**src/rtl/rib_pkg.sv**
```systemverilog
// Shared types, constants and helper functions of the ramp interpolator.
package rib_pkg;

   // Field and datapath widths
   localparam int LEN_W     = 31;
   localparam int FRAC_W    = 16;
   localparam int DIR_W     = 16;
   localparam int VAL_W     = 32;
   localparam int FLAG_W    = 8;
   localparam int TD_W      = 16;
   localparam int POS_W     = 34;
   localparam int EXT_W     = 36;
   localparam int STEP_W    = 24;
   localparam int DIFF_W    = 33;
   localparam int PROD_W    = DIFF_W + POS_W;
   localparam int DIGIT_W   = 17;
   localparam int MUL_W     = DIFF_W + DIGIT_W;
   localparam int REM_W     = 32;
   localparam int QUOT_W    = 35;
   localparam int CNT_W     = $clog2(PROD_W);
   localparam int CSR_IDX_W = 3;
   localparam int CSR_DAT_W = 32;

   // Register indexes of the configuration port
   localparam logic [CSR_IDX_W-1:0] CSR_RAMP_LENGTH     = 3'd0;
   localparam logic [CSR_IDX_W-1:0] CSR_START_POSITION  = 3'd1;
   localparam logic [CSR_IDX_W-1:0] CSR_START_DIRECTION = 3'd2;
   localparam logic [CSR_IDX_W-1:0] CSR_VALUE_LOW_END   = 3'd3;
   localparam logic [CSR_IDX_W-1:0] CSR_VALUE_HIGH_END  = 3'd4;
   localparam logic [CSR_IDX_W-1:0] CSR_END_MODE_FLAGS  = 3'd5;

   // Bit positions in end_mode_flags
   localparam int FLAG_LOW_STOP    = 0;
   localparam int FLAG_LOW_BOUNCE  = 1;
   localparam int FLAG_LOW_WRAP    = 2;
   localparam int FLAG_LOW_REMOVE  = 3;
   localparam int FLAG_HIGH_STOP   = 4;
   localparam int FLAG_HIGH_BOUNCE = 5;
   localparam int FLAG_HIGH_WRAP   = 6;
   localparam int FLAG_HIGH_REMOVE = 7;

   // Reset values of the registers
   localparam logic [LEN_W-1:0]         RST_RAMP_LENGTH     = 31'd65536;
   localparam logic [FRAC_W-1:0]        RST_START_POSITION  = 16'd0;
   localparam logic signed [DIR_W-1:0]  RST_START_DIRECTION = 16'sd256;
   localparam logic signed [VAL_W-1:0]  RST_VALUE_LOW_END   = 32'sd0;
   localparam logic signed [VAL_W-1:0]  RST_VALUE_HIGH_END  = 32'sd65536;
   localparam logic [FLAG_W-1:0]        RST_END_MODE_FLAGS  = 8'd0;

   // Saturation limits
   localparam logic signed [EXT_W-1:0] POS_MAX_EXT = 36'sd8589934591;
   localparam logic signed [EXT_W-1:0] POS_MIN_EXT = -36'sd8589934592;
   localparam logic signed [EXT_W-1:0] VAL_MAX_EXT = 36'sd2147483647;
   localparam logic signed [EXT_W-1:0] VAL_MIN_EXT = -36'sd2147483648;
   localparam logic signed [DIR_W-1:0] DIR_MIN     = 16'sh8000;
   localparam logic signed [DIR_W-1:0] DIR_MAX     = 16'sh7fff;
   localparam logic [QUOT_W-1:0]       Q_CAP       = 35'h4_0000_0000;

   typedef struct packed {
      logic [LEN_W-1:0]        ramp_length;
      logic [FRAC_W-1:0]       start_position;
      logic signed [DIR_W-1:0] start_direction;
      logic signed [VAL_W-1:0] value_low_end;
      logic signed [VAL_W-1:0] value_high_end;
      logic [FLAG_W-1:0]       end_mode_flags;
   } cfg_type;

   typedef struct packed {
      logic               start;
      logic [DIFF_W-1:0]  a;
      logic [POS_W-1:0]   b;
      logic [LEN_W-1:0]   len;
   } md_req_type;

   typedef struct packed {
      logic               busy;
      logic               done;
      logic [QUOT_W-1:0]  quot;
   } md_status_type;

   typedef enum logic [2:0] {
      ST_IDLE,
      ST_STEP,
      ST_ADD,
      ST_RULE,
      ST_MUL,
      ST_WAIT,
      ST_WRITE
   } seq_state_type;

   typedef enum logic [2:0] {
      MD_IDLE,
      MD_MUL_HI,
      MD_MUL_LO,
      MD_DIV,
      MD_DONE
   } md_state_type;

   typedef enum logic [2:0] {
      RULE_LOW_STOP,
      RULE_LOW_BOUNCE,
      RULE_LOW_WRAP,
      RULE_HIGH_STOP,
      RULE_HIGH_BOUNCE,
      RULE_HIGH_WRAP
   } rule_type;

   // Saturate a widened position back to the position range
   function automatic logic signed [POS_W-1:0] clamp_pos(input logic signed [EXT_W-1:0] v);
      logic signed [EXT_W-1:0] c;
      c = v;
      if (v > POS_MAX_EXT) begin
         c = POS_MAX_EXT;
      end else if (v < POS_MIN_EXT) begin
         c = POS_MIN_EXT;
      end
      return c[POS_W-1:0];
   endfunction

   // Reverse the direction; the most negative rate turns into the most positive
   function automatic logic signed [DIR_W-1:0] negate_dir(input logic signed [DIR_W-1:0] d);
      logic signed [DIR_W-1:0] n;
      n = (d == DIR_MIN) ? DIR_MAX : -d;
      return n;
   endfunction

endpackage

```
**src/rtl/rib_if.sv**
```systemverilog
// Request and response channel interfaces of the ramp interpolator.
interface rib_req_if;
   import rib_pkg::*;
   logic            valid;
   logic            ready;
   logic            operation;
   logic [TD_W-1:0] time_delta;

   modport source (output valid, output operation, output time_delta, input ready);
   modport sink   (input valid, input operation, input time_delta, output ready);
endinterface

interface rib_rsp_if;
   import rib_pkg::*;
   logic                    valid;
   logic                    ready;
   logic signed [VAL_W-1:0] ramp_value;
   logic                    removed;

   modport source (output valid, output ramp_value, output removed, input ready);
   modport sink   (input valid, input ramp_value, input removed, output ready);
endinterface

```
**src/rtl/rib_csr.sv**
```systemverilog
// Configuration register file of the ramp interpolator.
module rib_csr (
   input  logic                            clock,
   input  logic                            reset,
   input  logic                            csr_write_enable,
   input  logic [rib_pkg::CSR_IDX_W-1:0]   csr_index,
   input  logic [rib_pkg::CSR_DAT_W-1:0]   csr_write_data,
   output rib_pkg::cfg_type                cfg
);
   import rib_pkg::*;

   cfg_type cfg_ff;
   cfg_type cfg_in;

   // Decode the write and update one field
   always_comb begin
      cfg_in = cfg_ff;
      if (csr_write_enable) begin
         unique case (csr_index)
            CSR_RAMP_LENGTH:     cfg_in.ramp_length     = csr_write_data[LEN_W-1:0];
            CSR_START_POSITION:  cfg_in.start_position  = csr_write_data[FRAC_W-1:0];
            CSR_START_DIRECTION: cfg_in.start_direction = csr_write_data[DIR_W-1:0];
            CSR_VALUE_LOW_END:   cfg_in.value_low_end   = csr_write_data[VAL_W-1:0];
            CSR_VALUE_HIGH_END:  cfg_in.value_high_end  = csr_write_data[VAL_W-1:0];
            CSR_END_MODE_FLAGS:  cfg_in.end_mode_flags  = csr_write_data[FLAG_W-1:0];
            default: begin
               cfg_in = cfg_ff;
            end
         endcase
      end
   end

   always_ff @(posedge clock) begin
      if (reset) begin
         cfg_ff.ramp_length     <= RST_RAMP_LENGTH;
         cfg_ff.start_position  <= RST_START_POSITION;
         cfg_ff.start_direction <= RST_START_DIRECTION;
         cfg_ff.value_low_end   <= RST_VALUE_LOW_END;
         cfg_ff.value_high_end  <= RST_VALUE_HIGH_END;
         cfg_ff.end_mode_flags  <= RST_END_MODE_FLAGS;
      end else begin
         cfg_ff <= cfg_in;
      end
   end

   assign cfg = cfg_ff;

endmodule

```
**src/rtl/rib_mul_div.sv**
```systemverilog
// Shared multiply and restoring divide unit: |diff| * |position| / length.
module rib_mul_div (
   input  logic                   clock,
   input  logic                   reset,
   input  rib_pkg::md_req_type    md_req,
   output rib_pkg::md_status_type md_status
);
   import rib_pkg::*;

   md_state_type state_ff, state_in;

   logic [DIFF_W-1:0]  a_ff, a_in;
   logic [POS_W-1:0]   b_ff, b_in;
   logic [LEN_W-1:0]   len_ff, len_in;
   logic [PROD_W-1:0]  prod_ff, prod_in;
   logic [REM_W-1:0]   rem_ff, rem_in;
   logic [QUOT_W-1:0]  quot_ff, quot_in;
   logic               sat_ff, sat_in;
   logic [CNT_W-1:0]   count_ff, count_in;

   logic [DIGIT_W-1:0] mul_digit;
   logic [MUL_W-1:0]   mul_w;
   logic [REM_W:0]     rem_shift;
   logic [REM_W:0]     rem_sub;
   logic               rem_ge;
   logic [QUOT_W:0]    quot_shift;

   // One multiplier, fed the high digit of b first, then the low digit
   assign mul_digit  = (state_ff == MD_MUL_HI) ? b_ff[POS_W-1:DIGIT_W] : b_ff[DIGIT_W-1:0];
   assign mul_w      = a_ff * mul_digit;

   // One restoring divide step per cycle
   assign rem_shift  = {rem_ff, prod_ff[PROD_W-1]};
   assign rem_ge     = rem_shift >= {{(REM_W+1-LEN_W){1'b0}}, len_ff};
   assign rem_sub    = rem_shift - {{(REM_W+1-LEN_W){1'b0}}, len_ff};
   assign quot_shift = {quot_ff, rem_ge};

   // Next state
   always_comb begin
      state_in = state_ff;
      unique case (state_ff)
         MD_IDLE:   if (md_req.start) begin
            state_in = MD_MUL_HI;
         end
         MD_MUL_HI: state_in = MD_MUL_LO;
         MD_MUL_LO: state_in = MD_DIV;
         MD_DIV:    if (count_ff == '0) begin
            state_in = MD_DONE;
         end
         MD_DONE:   state_in = MD_IDLE;
         default:   state_in = MD_IDLE;
      endcase
   end

   // Datapath
   always_comb begin
      a_in     = a_ff;
      b_in     = b_ff;
      len_in   = len_ff;
      prod_in  = prod_ff;
      rem_in   = rem_ff;
      quot_in  = quot_ff;
      sat_in   = sat_ff;
      count_in = count_ff;
      unique case (state_ff)
         MD_IDLE: begin
            if (md_req.start) begin
               a_in   = md_req.a;
               b_in   = md_req.b;
               len_in = md_req.len;
            end
         end
         MD_MUL_HI: begin
            prod_in = PROD_W'(mul_w);
         end
         MD_MUL_LO: begin
            prod_in  = (prod_ff << DIGIT_W) + PROD_W'(mul_w);
            rem_in   = '0;
            quot_in  = '0;
            sat_in   = 1'b0;
            count_in = CNT_W'(PROD_W - 1);
         end
         MD_DIV: begin
            prod_in  = prod_ff << 1;
            rem_in   = rem_ge ? rem_sub[REM_W-1:0] : rem_shift[REM_W-1:0];
            count_in = count_ff - 1'b1;
            // Freeze the quotient at the cap once it runs past it
            if (!sat_ff) begin
               if (quot_shift > {1'b0, Q_CAP}) begin
                  quot_in = Q_CAP;
                  sat_in  = 1'b1;
               end else begin
                  quot_in = quot_shift[QUOT_W-1:0];
               end
            end
         end
         MD_DONE: begin
            quot_in = quot_ff;
         end
         default: begin
            quot_in = quot_ff;
         end
      endcase
   end

   always_ff @(posedge clock) begin
      if (reset) begin
         state_ff <= MD_IDLE;
      end else begin
         state_ff <= state_in;
      end
   end

   always_ff @(posedge clock) begin
      a_ff     <= a_in;
      b_ff     <= b_in;
      len_ff   <= len_in;
      prod_ff  <= prod_in;
      rem_ff   <= rem_in;
      quot_ff  <= quot_in;
      sat_ff   <= sat_in;
      count_ff <= count_in;
   end

   // Status
   always_comb begin
      md_status.busy = (state_ff != MD_IDLE);
      md_status.done = (state_ff == MD_DONE);
      md_status.quot = quot_ff;
   end

endmodule

```
**src/rtl/ramp_interpolator_bounce_wrap.sv**
```systemverilog
// Top level of the ramp interpolator: tick sequencer, end rules and result register.
//
//   channel    dir   handshake       payload
//   req_chan   in    valid/ready     operation, time_delta
//   rsp_chan   out   valid/ready     ramp_value, removed
//   csr_*      in    write enable    csr_index, csr_write_data
//
// A restart transfer, or a tick that is dropped because the ramp has ended or
// stands still, leaves the block idle and ready. A producing tick runs through
// step multiply, position add, six end rules at one a cycle, then the shared unit
// (high and low multiply and 67 divide steps) and the result write.
// Reset is synchronous and restores the position, direction and registers.
// A waiting result does not block the next transfer; a finished tick holds
// in its write state until the result register is free.
module ramp_interpolator_bounce_wrap (
   input  logic                          clock,
   input  logic                          reset,
   rib_req_if.sink                       req_chan,
   rib_rsp_if.source                     rsp_chan,
   input  logic                          csr_write_enable,
   input  logic [rib_pkg::CSR_IDX_W-1:0] csr_index,
   input  logic [rib_pkg::CSR_DAT_W-1:0] csr_write_data
);
   import rib_pkg::*;

   cfg_type       cfg;
   md_req_type    md_req;
   md_status_type md_status;

   seq_state_type state_ff, state_in;
   rule_type      rule_ff, rule_in;

   logic signed [POS_W-1:0]  pos_ff, pos_in;
   logic signed [DIR_W-1:0]  dir_ff, dir_in;
   logic                     ended_ff, ended_in;
   logic [TD_W-1:0]          td_ff, td_in;
   logic signed [STEP_W-1:0] step_ff, step_in;
   logic                     neg_ff, neg_in;
   logic                     remove_ff, remove_in;

   logic                     rsp_valid_ff, rsp_valid_in;
   logic signed [VAL_W-1:0]  rsp_value_ff, rsp_value_in;
   logic                     rsp_removed_ff, rsp_removed_in;

   logic                     req_xfer;
   logic                     rsp_free;
   logic signed [EXT_W-1:0]  pos_ext;
   logic signed [EXT_W-1:0]  len_ext;
   logic                     at_low;
   logic                     at_high;
   logic signed [DIFF_W-1:0] diff_w;
   logic signed [DIFF_W-1:0] step_prod;
   logic signed [EXT_W-1:0]  quot_ext;
   logic signed [EXT_W-1:0]  value_sum;
   logic [FLAG_W-1:0]        flags;

   rib_csr u_csr (
      .clock            (clock),
      .reset            (reset),
      .csr_write_enable (csr_write_enable),
      .csr_index        (csr_index),
      .csr_write_data   (csr_write_data),
      .cfg              (cfg)
   );

   rib_mul_div u_mul_div (
      .clock     (clock),
      .reset     (reset),
      .md_req    (md_req),
      .md_status (md_status)
   );

   assign req_xfer  = req_chan.valid && req_chan.ready;
   assign rsp_free  = !rsp_valid_ff || rsp_chan.ready;
   assign flags     = cfg.end_mode_flags;
   assign pos_ext   = {{(EXT_W-POS_W){pos_ff[POS_W-1]}}, pos_ff};
   assign len_ext   = {{(EXT_W-LEN_W){1'b0}}, cfg.ramp_length};
   assign at_low    = pos_ff[POS_W-1] || (pos_ff == '0);
   assign at_high   = pos_ext >= len_ext;
   assign diff_w    = {cfg.value_high_end[VAL_W-1], cfg.value_high_end}
                    - {cfg.value_low_end[VAL_W-1], cfg.value_low_end};
   assign step_prod = $signed({1'b0, td_ff}) * dir_ff;
   assign quot_ext  = $signed({1'b0, md_status.quot});
   assign value_sum = {{(EXT_W-VAL_W){cfg.value_low_end[VAL_W-1]}}, cfg.value_low_end}
                    + (neg_ff ? -quot_ext : quot_ext);

   // Operands for the shared unit: magnitudes of the value span and the position
   always_comb begin
      md_req.start = (state_ff == ST_MUL);
      md_req.a     = diff_w[DIFF_W-1] ? DIFF_W'(-diff_w) : DIFF_W'(diff_w);
      md_req.b     = pos_ff[POS_W-1] ? POS_W'(-pos_ff) : POS_W'(pos_ff);
      md_req.len   = cfg.ramp_length;
   end

   // Next state
   always_comb begin
      state_in = state_ff;
      unique case (state_ff)
         ST_IDLE: begin
            if (req_xfer && !req_chan.operation && !ended_ff && (dir_ff != '0)) begin
               state_in = ST_STEP;
            end
         end
         ST_STEP:  state_in = ST_ADD;
         ST_ADD:   state_in = ST_RULE;
         ST_RULE: begin
            if (rule_ff == RULE_HIGH_WRAP) begin
               state_in = ST_MUL;
            end
         end
         ST_MUL:   state_in = ST_WAIT;
         ST_WAIT: begin
            if (md_status.done) begin
               state_in = ST_WRITE;
            end
         end
         ST_WRITE: begin
            if (rsp_free) begin
               state_in = ST_IDLE;
            end
         end
         default:  state_in = ST_IDLE;
      endcase
   end

   // Handshake outputs
   always_comb begin
      req_chan.ready = (state_ff == ST_IDLE);
   end

   // Ramp state and end rules
   always_comb begin
      pos_in    = pos_ff;
      dir_in    = dir_ff;
      ended_in  = ended_ff;
      td_in     = td_ff;
      step_in   = step_ff;
      rule_in   = rule_ff;
      neg_in    = neg_ff;
      remove_in = remove_ff;
      unique case (state_ff)
         ST_IDLE: begin
            if (req_xfer) begin
               if (req_chan.operation) begin
                  pos_in   = POS_W'(cfg.start_position);
                  dir_in   = cfg.start_direction;
                  ended_in = 1'b0;
               end else begin
                  td_in = req_chan.time_delta;
               end
            end
         end
         ST_STEP: begin
            // Arithmetic shift floors the Q8.8 product to Q.16 time
            step_in = step_prod[STEP_W+7:8];
         end
         ST_ADD: begin
            pos_in  = clamp_pos(pos_ext + {{(EXT_W-STEP_W){step_ff[STEP_W-1]}}, step_ff});
            rule_in = RULE_LOW_STOP;
         end
         ST_RULE: begin
            rule_in = rule_type'(rule_ff + 3'd1);
            unique case (rule_ff)
               RULE_LOW_STOP: begin
                  if (at_low && flags[FLAG_LOW_STOP]) begin
                     dir_in = '0;
                     pos_in = '0;
                  end
               end
               RULE_LOW_BOUNCE: begin
                  if (at_low && flags[FLAG_LOW_BOUNCE]) begin
                     dir_in = negate_dir(dir_ff);
                     pos_in = clamp_pos(-pos_ext);
                  end
               end
               RULE_LOW_WRAP: begin
                  if (at_low && flags[FLAG_LOW_WRAP]) begin
                     pos_in = clamp_pos(len_ext + pos_ext);
                  end
               end
               RULE_HIGH_STOP: begin
                  if (at_high && flags[FLAG_HIGH_STOP]) begin
                     dir_in = '0;
                     pos_in = POS_W'(cfg.ramp_length);
                  end
               end
               RULE_HIGH_BOUNCE: begin
                  if (at_high && flags[FLAG_HIGH_BOUNCE]) begin
                     dir_in = negate_dir(dir_ff);
                     pos_in = clamp_pos((len_ext <<< 1) - pos_ext);
                  end
               end
               RULE_HIGH_WRAP: begin
                  rule_in = RULE_LOW_STOP;
                  if (at_high && flags[FLAG_HIGH_WRAP]) begin
                     pos_in = clamp_pos(pos_ext - len_ext);
                  end
               end
               default: begin
                  rule_in = RULE_LOW_STOP;
               end
            endcase
         end
         ST_MUL: begin
            // Position is final here: latch the result sign and the remove match
            neg_in    = diff_w[DIFF_W-1] != pos_ff[POS_W-1];
            remove_in = (at_low && flags[FLAG_LOW_REMOVE])
                     || (at_high && flags[FLAG_HIGH_REMOVE]);
         end
         ST_WAIT: begin
            neg_in = neg_ff;
         end
         ST_WRITE: begin
            if (rsp_free && remove_ff) begin
               ended_in = 1'b1;
            end
         end
         default: begin
            rule_in = RULE_LOW_STOP;
         end
      endcase
   end

   // Result register: load on write, drop on transfer
   always_comb begin
      rsp_valid_in   = rsp_valid_ff && !rsp_chan.ready;
      rsp_value_in   = rsp_value_ff;
      rsp_removed_in = rsp_removed_ff;
      if ((state_ff == ST_WRITE) && rsp_free) begin
         rsp_valid_in   = 1'b1;
         rsp_removed_in = remove_ff;
         if (value_sum > VAL_MAX_EXT) begin
            rsp_value_in = VAL_MAX_EXT[VAL_W-1:0];
         end else if (value_sum < VAL_MIN_EXT) begin
            rsp_value_in = VAL_MIN_EXT[VAL_W-1:0];
         end else begin
            rsp_value_in = value_sum[VAL_W-1:0];
         end
      end
   end

   always_ff @(posedge clock) begin
      if (reset) begin
         state_ff     <= ST_IDLE;
         rule_ff      <= RULE_LOW_STOP;
         pos_ff       <= '0;
         dir_ff       <= RST_START_DIRECTION;
         ended_ff     <= 1'b0;
         rsp_valid_ff <= 1'b0;
      end else begin
         state_ff     <= state_in;
         rule_ff      <= rule_in;
         pos_ff       <= pos_in;
         dir_ff       <= dir_in;
         ended_ff     <= ended_in;
         rsp_valid_ff <= rsp_valid_in;
      end
   end

   always_ff @(posedge clock) begin
      td_ff          <= td_in;
      step_ff        <= step_in;
      neg_ff         <= neg_in;
      remove_ff      <= remove_in;
      rsp_value_ff   <= rsp_value_in;
      rsp_removed_ff <= rsp_removed_in;
   end

   assign rsp_chan.valid      = rsp_valid_ff;
   assign rsp_chan.ramp_value = rsp_value_ff;
   assign rsp_chan.removed    = rsp_removed_ff;

   // A restart always revives the ramp
   a_restart_clears_end: assert property (@(posedge clock) disable iff (reset)
      req_xfer && req_chan.operation |=> !ended_ff)
      else $error("restart did not clear the ended flag");

   // No new transfer while the shared unit is working
   a_busy_not_ready: assert property (@(posedge clock) disable iff (reset)
      md_status.busy |-> !req_chan.ready)
      else $error("request accepted while the shared unit is busy");

   // A tick only starts on a live, moving ramp
   a_step_live: assert property (@(posedge clock) disable iff (reset)
      state_ff == ST_STEP |-> !ended_ff && (dir_ff != '0))
      else $error("tick started on an ended or stopped ramp");

   // A result is written only after the shared unit finished
   a_write_after_done: assert property (@(posedge clock) disable iff (reset)
      $rose(state_ff == ST_WRITE) |-> $past(md_status.done))
      else $error("result written without a finished division");

endmodule

```
**src/flat_wrapper.sv**
```systemverilog
// flat-port wrapper written by rule: the top's interface ports become plain ports
module ramp_interpolator_bounce_wrap_flat import rib_pkg::*;
  (clock, reset, csr_write_enable, csr_index, csr_write_data, req_chan_valid, req_chan_operation, req_chan_time_delta, req_chan_ready, rsp_chan_valid, rsp_chan_ramp_value, rsp_chan_removed, rsp_chan_ready);
  rib_req_if req_chan_i ();
  rib_rsp_if rsp_chan_i ();
  input  logic clock;
  input  logic reset;
  input  logic csr_write_enable;
  input  logic [rib_pkg::CSR_IDX_W-1:0] csr_index;
  input  logic [rib_pkg::CSR_DAT_W-1:0] csr_write_data;
  input wire logic [$bits(req_chan_i.valid)-1:0] req_chan_valid;
  input wire logic [$bits(req_chan_i.operation)-1:0] req_chan_operation;
  input wire logic [$bits(req_chan_i.time_delta)-1:0] req_chan_time_delta;
  output wire logic [$bits(req_chan_i.ready)-1:0] req_chan_ready;
  output wire logic [$bits(rsp_chan_i.valid)-1:0] rsp_chan_valid;
  output wire logic [$bits(rsp_chan_i.ramp_value)-1:0] rsp_chan_ramp_value;
  output wire logic [$bits(rsp_chan_i.removed)-1:0] rsp_chan_removed;
  input wire logic [$bits(rsp_chan_i.ready)-1:0] rsp_chan_ready;
  assign req_chan_i.valid = req_chan_valid;
  assign req_chan_i.operation = req_chan_operation;
  assign req_chan_i.time_delta = req_chan_time_delta;
  assign req_chan_ready = req_chan_i.ready;
  assign rsp_chan_valid = rsp_chan_i.valid;
  assign rsp_chan_ramp_value = rsp_chan_i.ramp_value;
  assign rsp_chan_removed = rsp_chan_i.removed;
  assign rsp_chan_i.ready = rsp_chan_ready;
  ramp_interpolator_bounce_wrap u_core (.clock(clock), .reset(reset), .req_chan(req_chan_i), .rsp_chan(rsp_chan_i), .csr_write_enable(csr_write_enable), .csr_index(csr_index), .csr_write_data(csr_write_data));
endmodule
```
**config.mk**
```make
export PLATFORM = sky130hd
export DESIGN_NAME = ramp_interpolator_bounce_wrap_flat
export DESIGN_NICKNAME = d
export VERILOG_FILES = /design/src/rtl/rib_pkg.sv /design/src/rtl/rib_if.sv /design/src/rtl/rib_csr.sv /design/src/rtl/rib_mul_div.sv /design/src/rtl/ramp_interpolator_bounce_wrap.sv /design/src/flat_wrapper.sv
export SDC_FILE = /design/constraint.sdc
export NUM_CORES = 2
export LEC_CHECK = 0
export BUFFER_PORTS_ARGS = -buffer_cell sky130_fd_sc_hd__buf_4
export CAP_MARGIN = 10
export CORE_MARGIN = 5
export CORE_UTILIZATION = 25
export CTS_BUF_LIST = sky130_fd_sc_hd__clkbuf_2 sky130_fd_sc_hd__clkbuf_4 sky130_fd_sc_hd__clkbuf_8
export CTS_CLUSTER_DIAMETER = 40
export CTS_CLUSTER_SIZE = 16
export DETAILED_ROUTE_END_ITERATION = 7
export GPL_ROUTABILITY_DRIVEN = 0
export GPL_TIMING_DRIVEN = 0
export MAX_ROUTING_LAYER = met4
export PLACE_DENSITY = 0.43
export SYNTH_ARGS = -nofsm -noshare
export SYNTH_HDL_FRONTEND = slang
export SYNTH_SLANG_ARGS = --single-unit
```
**constraint.sdc**
```tcl
create_clock -name clock -period 11 [get_ports clock]
set_input_delay 0.55 -clock clock [delete_from_list [all_inputs] [get_ports clock]]
set_output_delay 0.55 -clock clock [all_outputs]
set_load 0.02 [all_outputs]
```
==> results_dict.tcl <==
set metrics [dict create \
    wire_per_inst_um 21.9 \
    rows 184 \
    ir_drop_mv 0.0958 \
    crit_slowest_cell "fa_1" \
    clk_pin_slew_worst_paths_ps 70 \
    cap_violations 0 \
    drive_above_1_share 0.0604 \
    r2r_end "u_core.u_mul_div.prod_ff[50]$_SDFFCE_PP0P_" \
    synth_area_leader_cell "fa_1" \
    ctsLongestPathBuffers 3 \
    synth_most_common_cell "nand2_1" \
    status "complete, no violations" \
    cp-end-kind "register" \
    synthFlopType "edfxtp_1" \
    ff2ff_setup_slack_ps 410 \
    vias 54458 \
    synth_seq_cells 511 \
    ant_nets 0 \
    cp_slowest_stage_delay_ps 560 \
    setup_viol 0 \
    synth_area_leaders "fa_1, edfxtp_1, ha_1" \
    hold_ws_ps 126 \
    clock_latency_ps 870 \
    power_leakage_nw 30.9 \
    holdPathEnd "u_core.u_csr.cfg[76]$_SDFFE_PP0P_" \
    grt_pass1_wl_mm 360 \
    antenna_found_initial 9 \
    final_util 0.285 \
    crit_fanout 10 \
    coreArea_um2 251000 \
    pin_count 92 \
    area.growth.synth_to_final_pct 13.5 \
    start_kind "register" \
    seq_area_um2 13400 \
    fillers 27212 \
    port_buffers 90 \
    crit_top_cell "fa_1" \
    netlist-cell-type-count 95 \
    synth_nets 8671 \
    fin_crit_ps 10590 \
    skew_ps 106 \
    grt_overflow 0 \
    finalMaxSlewViolations 0 \
    min_path_cells 4 \
    dp_hpwl_mm 199 \
    tightestPinTransition_ps 1300 \
    worstSetupPathType "reg -> reg" \
    cts_tree "built" \
    final_hold_viol_count 0 \
    nNetsFinal 8943 \
    cts.sinks 511 \
    cts_buffers 106 \
    synth_top_area_share 0.211 \
    first_global_vias 54888 \
    drc_errors 0 \
    synth_area_um2 63100 \
    worstHoldStart "csr_index[0]" \
    fin_cells 11151 \
    htreeDepth 3 \
    power.density_nw_per_um2 125 \
    synth_edf_count 315 \
    slew_headroom 0.131 \
    netlist_instances 7435 \
    wl_mm 244 \
    min_path_type "in -> reg" \
    dr.pass1.iters 6 \
    dp.cells 10890 \
    timing.fmax_ghz 0.0945 \
    required_ps 11590 \
    yosysSeqAreaShare 0.212 \
    via_per_inst 4.88 \
    reg2reg_from "u_core.u_mul_div.state_ff[2]$_SDFFE_PP0P_" \
    reg2reg_depth 44 \
    yosys-top-cells-count "nand2_1, inv_1, fa_1" \
    grt_usage 0.186 \
    synthArstFlopShare 0 \
    grt_max_degree 50 \
    synth.avg_cell_area_um2 8.49 \
    start_util 0.251 \
    multiInputGateArea_um2 44600 \
    cp.arrival_ps 11170 \
    root_buffer "clkbuf_8" \
    period_share 0.962 \
    initialDrtViolationCount 4193 \
    synth_warnings 0 \
    die_y_um 512 \
    die_area_um2 263000 \
    die_x_um 512 \
]
-- layout by cell type (no fill, tap or decap), types with 194 or more instances in the layout --
cell,count
and2_1,324
clkbuf_1,273
a21oi_1,535
ha_1,512
nor2_1,367
o21ai_0,318
fa_1,665
edfxtp_1,315
inv_1,1059
dfxtp_1,194
nand2_1,1113
xnor2_1,313
-- area by class of cell --
cell class / count / share of cell area
timing repair buffer: 167 / 0.0209
clock inverter: 77 / 0.0123
tap: 3348 / 0.0585
multi-input combinational: 5508 / 0.623
clock buffer: 123 / 0.0227
inverter: 1062 / 0.0557
buffer: 351 / 0.0198
antenna: 4 / 0.000140
sequential: 511 / 0.187
-- registers in the layout, indices dropped and copies added (netlist names), 7 cells and up --
name,cells
u_core.rsp_chan.ramp_value,32
u_core.u_csr.cfg,135
u_core.u_mul_div.rem_ff,32
u_core.u_mul_div.prod_ff,67
u_core.u_mul_div.b_ff,34
u_core.u_mul_div.quot_ff,35
u_core.u_mul_div.len_ff,31
u_core.u_mul_div.count_ff,7
u_core.step_ff,24
u_core.td_ff,16
u_core.u_mul_div.a_ff,33
u_core.pos_ff,34
u_core.dir_ff,16
-- worst max path at each step --
stage | cells past startpoint | endpoint | startpoint
after floorplan | 43 | u_core.u_mul_div.prod_ff[59]$_SDFFCE_PP0P_ | u_core.u_mul_div.state_ff[0]$_SDFFE_PP0P_
after global placement | 41 | u_core.u_mul_div.prod_ff[59]$_SDFFCE_PP0P_ | u_core.u_mul_div.state_ff[0]$_SDFFE_PP0P_
after detailed placement | 41 | u_core.u_mul_div.prod_ff[65]$_SDFFCE_PP0P_ | u_core.u_mul_div.state_ff[2]$_SDFFE_PP0P_
after CTS | 40 | u_core.u_mul_div.prod_ff[50]$_SDFFCE_PP0P_ | u_core.u_mul_div.state_ff[2]$_SDFFE_PP0P_
after global routing | 44 | u_core.u_mul_div.prod_ff[54]$_SDFFCE_PP0P_ | u_core.u_mul_div.state_ff[2]$_SDFFE_PP0P_
final | 44 | u_core.u_mul_div.prod_ff[50]$_SDFFCE_PP0P_ | u_core.u_mul_div.state_ff[2]$_SDFFE_PP0P_
-- power breakdown --
group	switching [W]	internal, W	total [W]
registers	0.000166	0.00223	0.00239
logic	0.00257	0.00162	0.00419
clock network	0.00103	0.00137	0.00241
total	0.00377	0.00522	0.00899
-- per-layer routing --
| metal | up-vias | global-route usage | share of wire |
|---|---|---|---|
| li1 | 25073 | - | - |
| met4 | 0 | 0.0714 | 0.047 |
| met1 | 27102 | 0.243 | 0.44 |
| met5 | - | - | 0 |
| met2 | 1823 | 0.294 | 0.45 |
| met3 | 460 | 0.0227 | 0.057 |
-- metrics by stage --
step | TNS (ps) | area, µm² | power (W) | worst slack [ps]
after CTS | 0 | 71400 | 0.00903 | 47.4
after floorplan | 0 | 63100 | 0.00531 | 610
after global routing | -1.53 | 71600 | 0.00962 | -1.53
final | 0 | 71600 | 0.00899 | 413
after global placement | -61370 | 68000 | 0.00653 | -2350
after detailed placement | -60180 | 68300 | 0.00655 | -2330
-- cells by family (layout without fill, tap and decap cells) --
logic type	after synthesis	in the layout	synth area share
compound gates	1521	1521	0.151
xor+xnor	438	438	0.0609
fa+ha+maj	1179	1179	0.313
buf+inv	1416	1780	0.0845
flops	511	511	0.212
mux	46	46	0.00763
other cells	0	4	0
simple gates	2324	2324	0.171
-- critical path, delay by kind of cell, from the launching register on --
kind | cells | cell delay (ps)
adder cells (fa/ha/maj) | 8 | 3870
AO/OA/AOI/OAI | 18 | 3510
AND/OR/NAND/NOR | 8 | 1110
buffers and inverters | 7 | 780
multiplexers | 1 | 430
flip-flops | 1 | 350
XOR/XNOR | 2 | 300
-- what timing repair did --
item                                    in CTS  in global routing
resized for setup                           60                 54
buffers inserted                             5                  6
pin swaps                                    4                  4
endpoints found under the hold margin      130                  0
endpoints found under the setup margin      41                 23
hold buffers                                48                  0
Note: power is estimated with default switching activity, not from simulation.
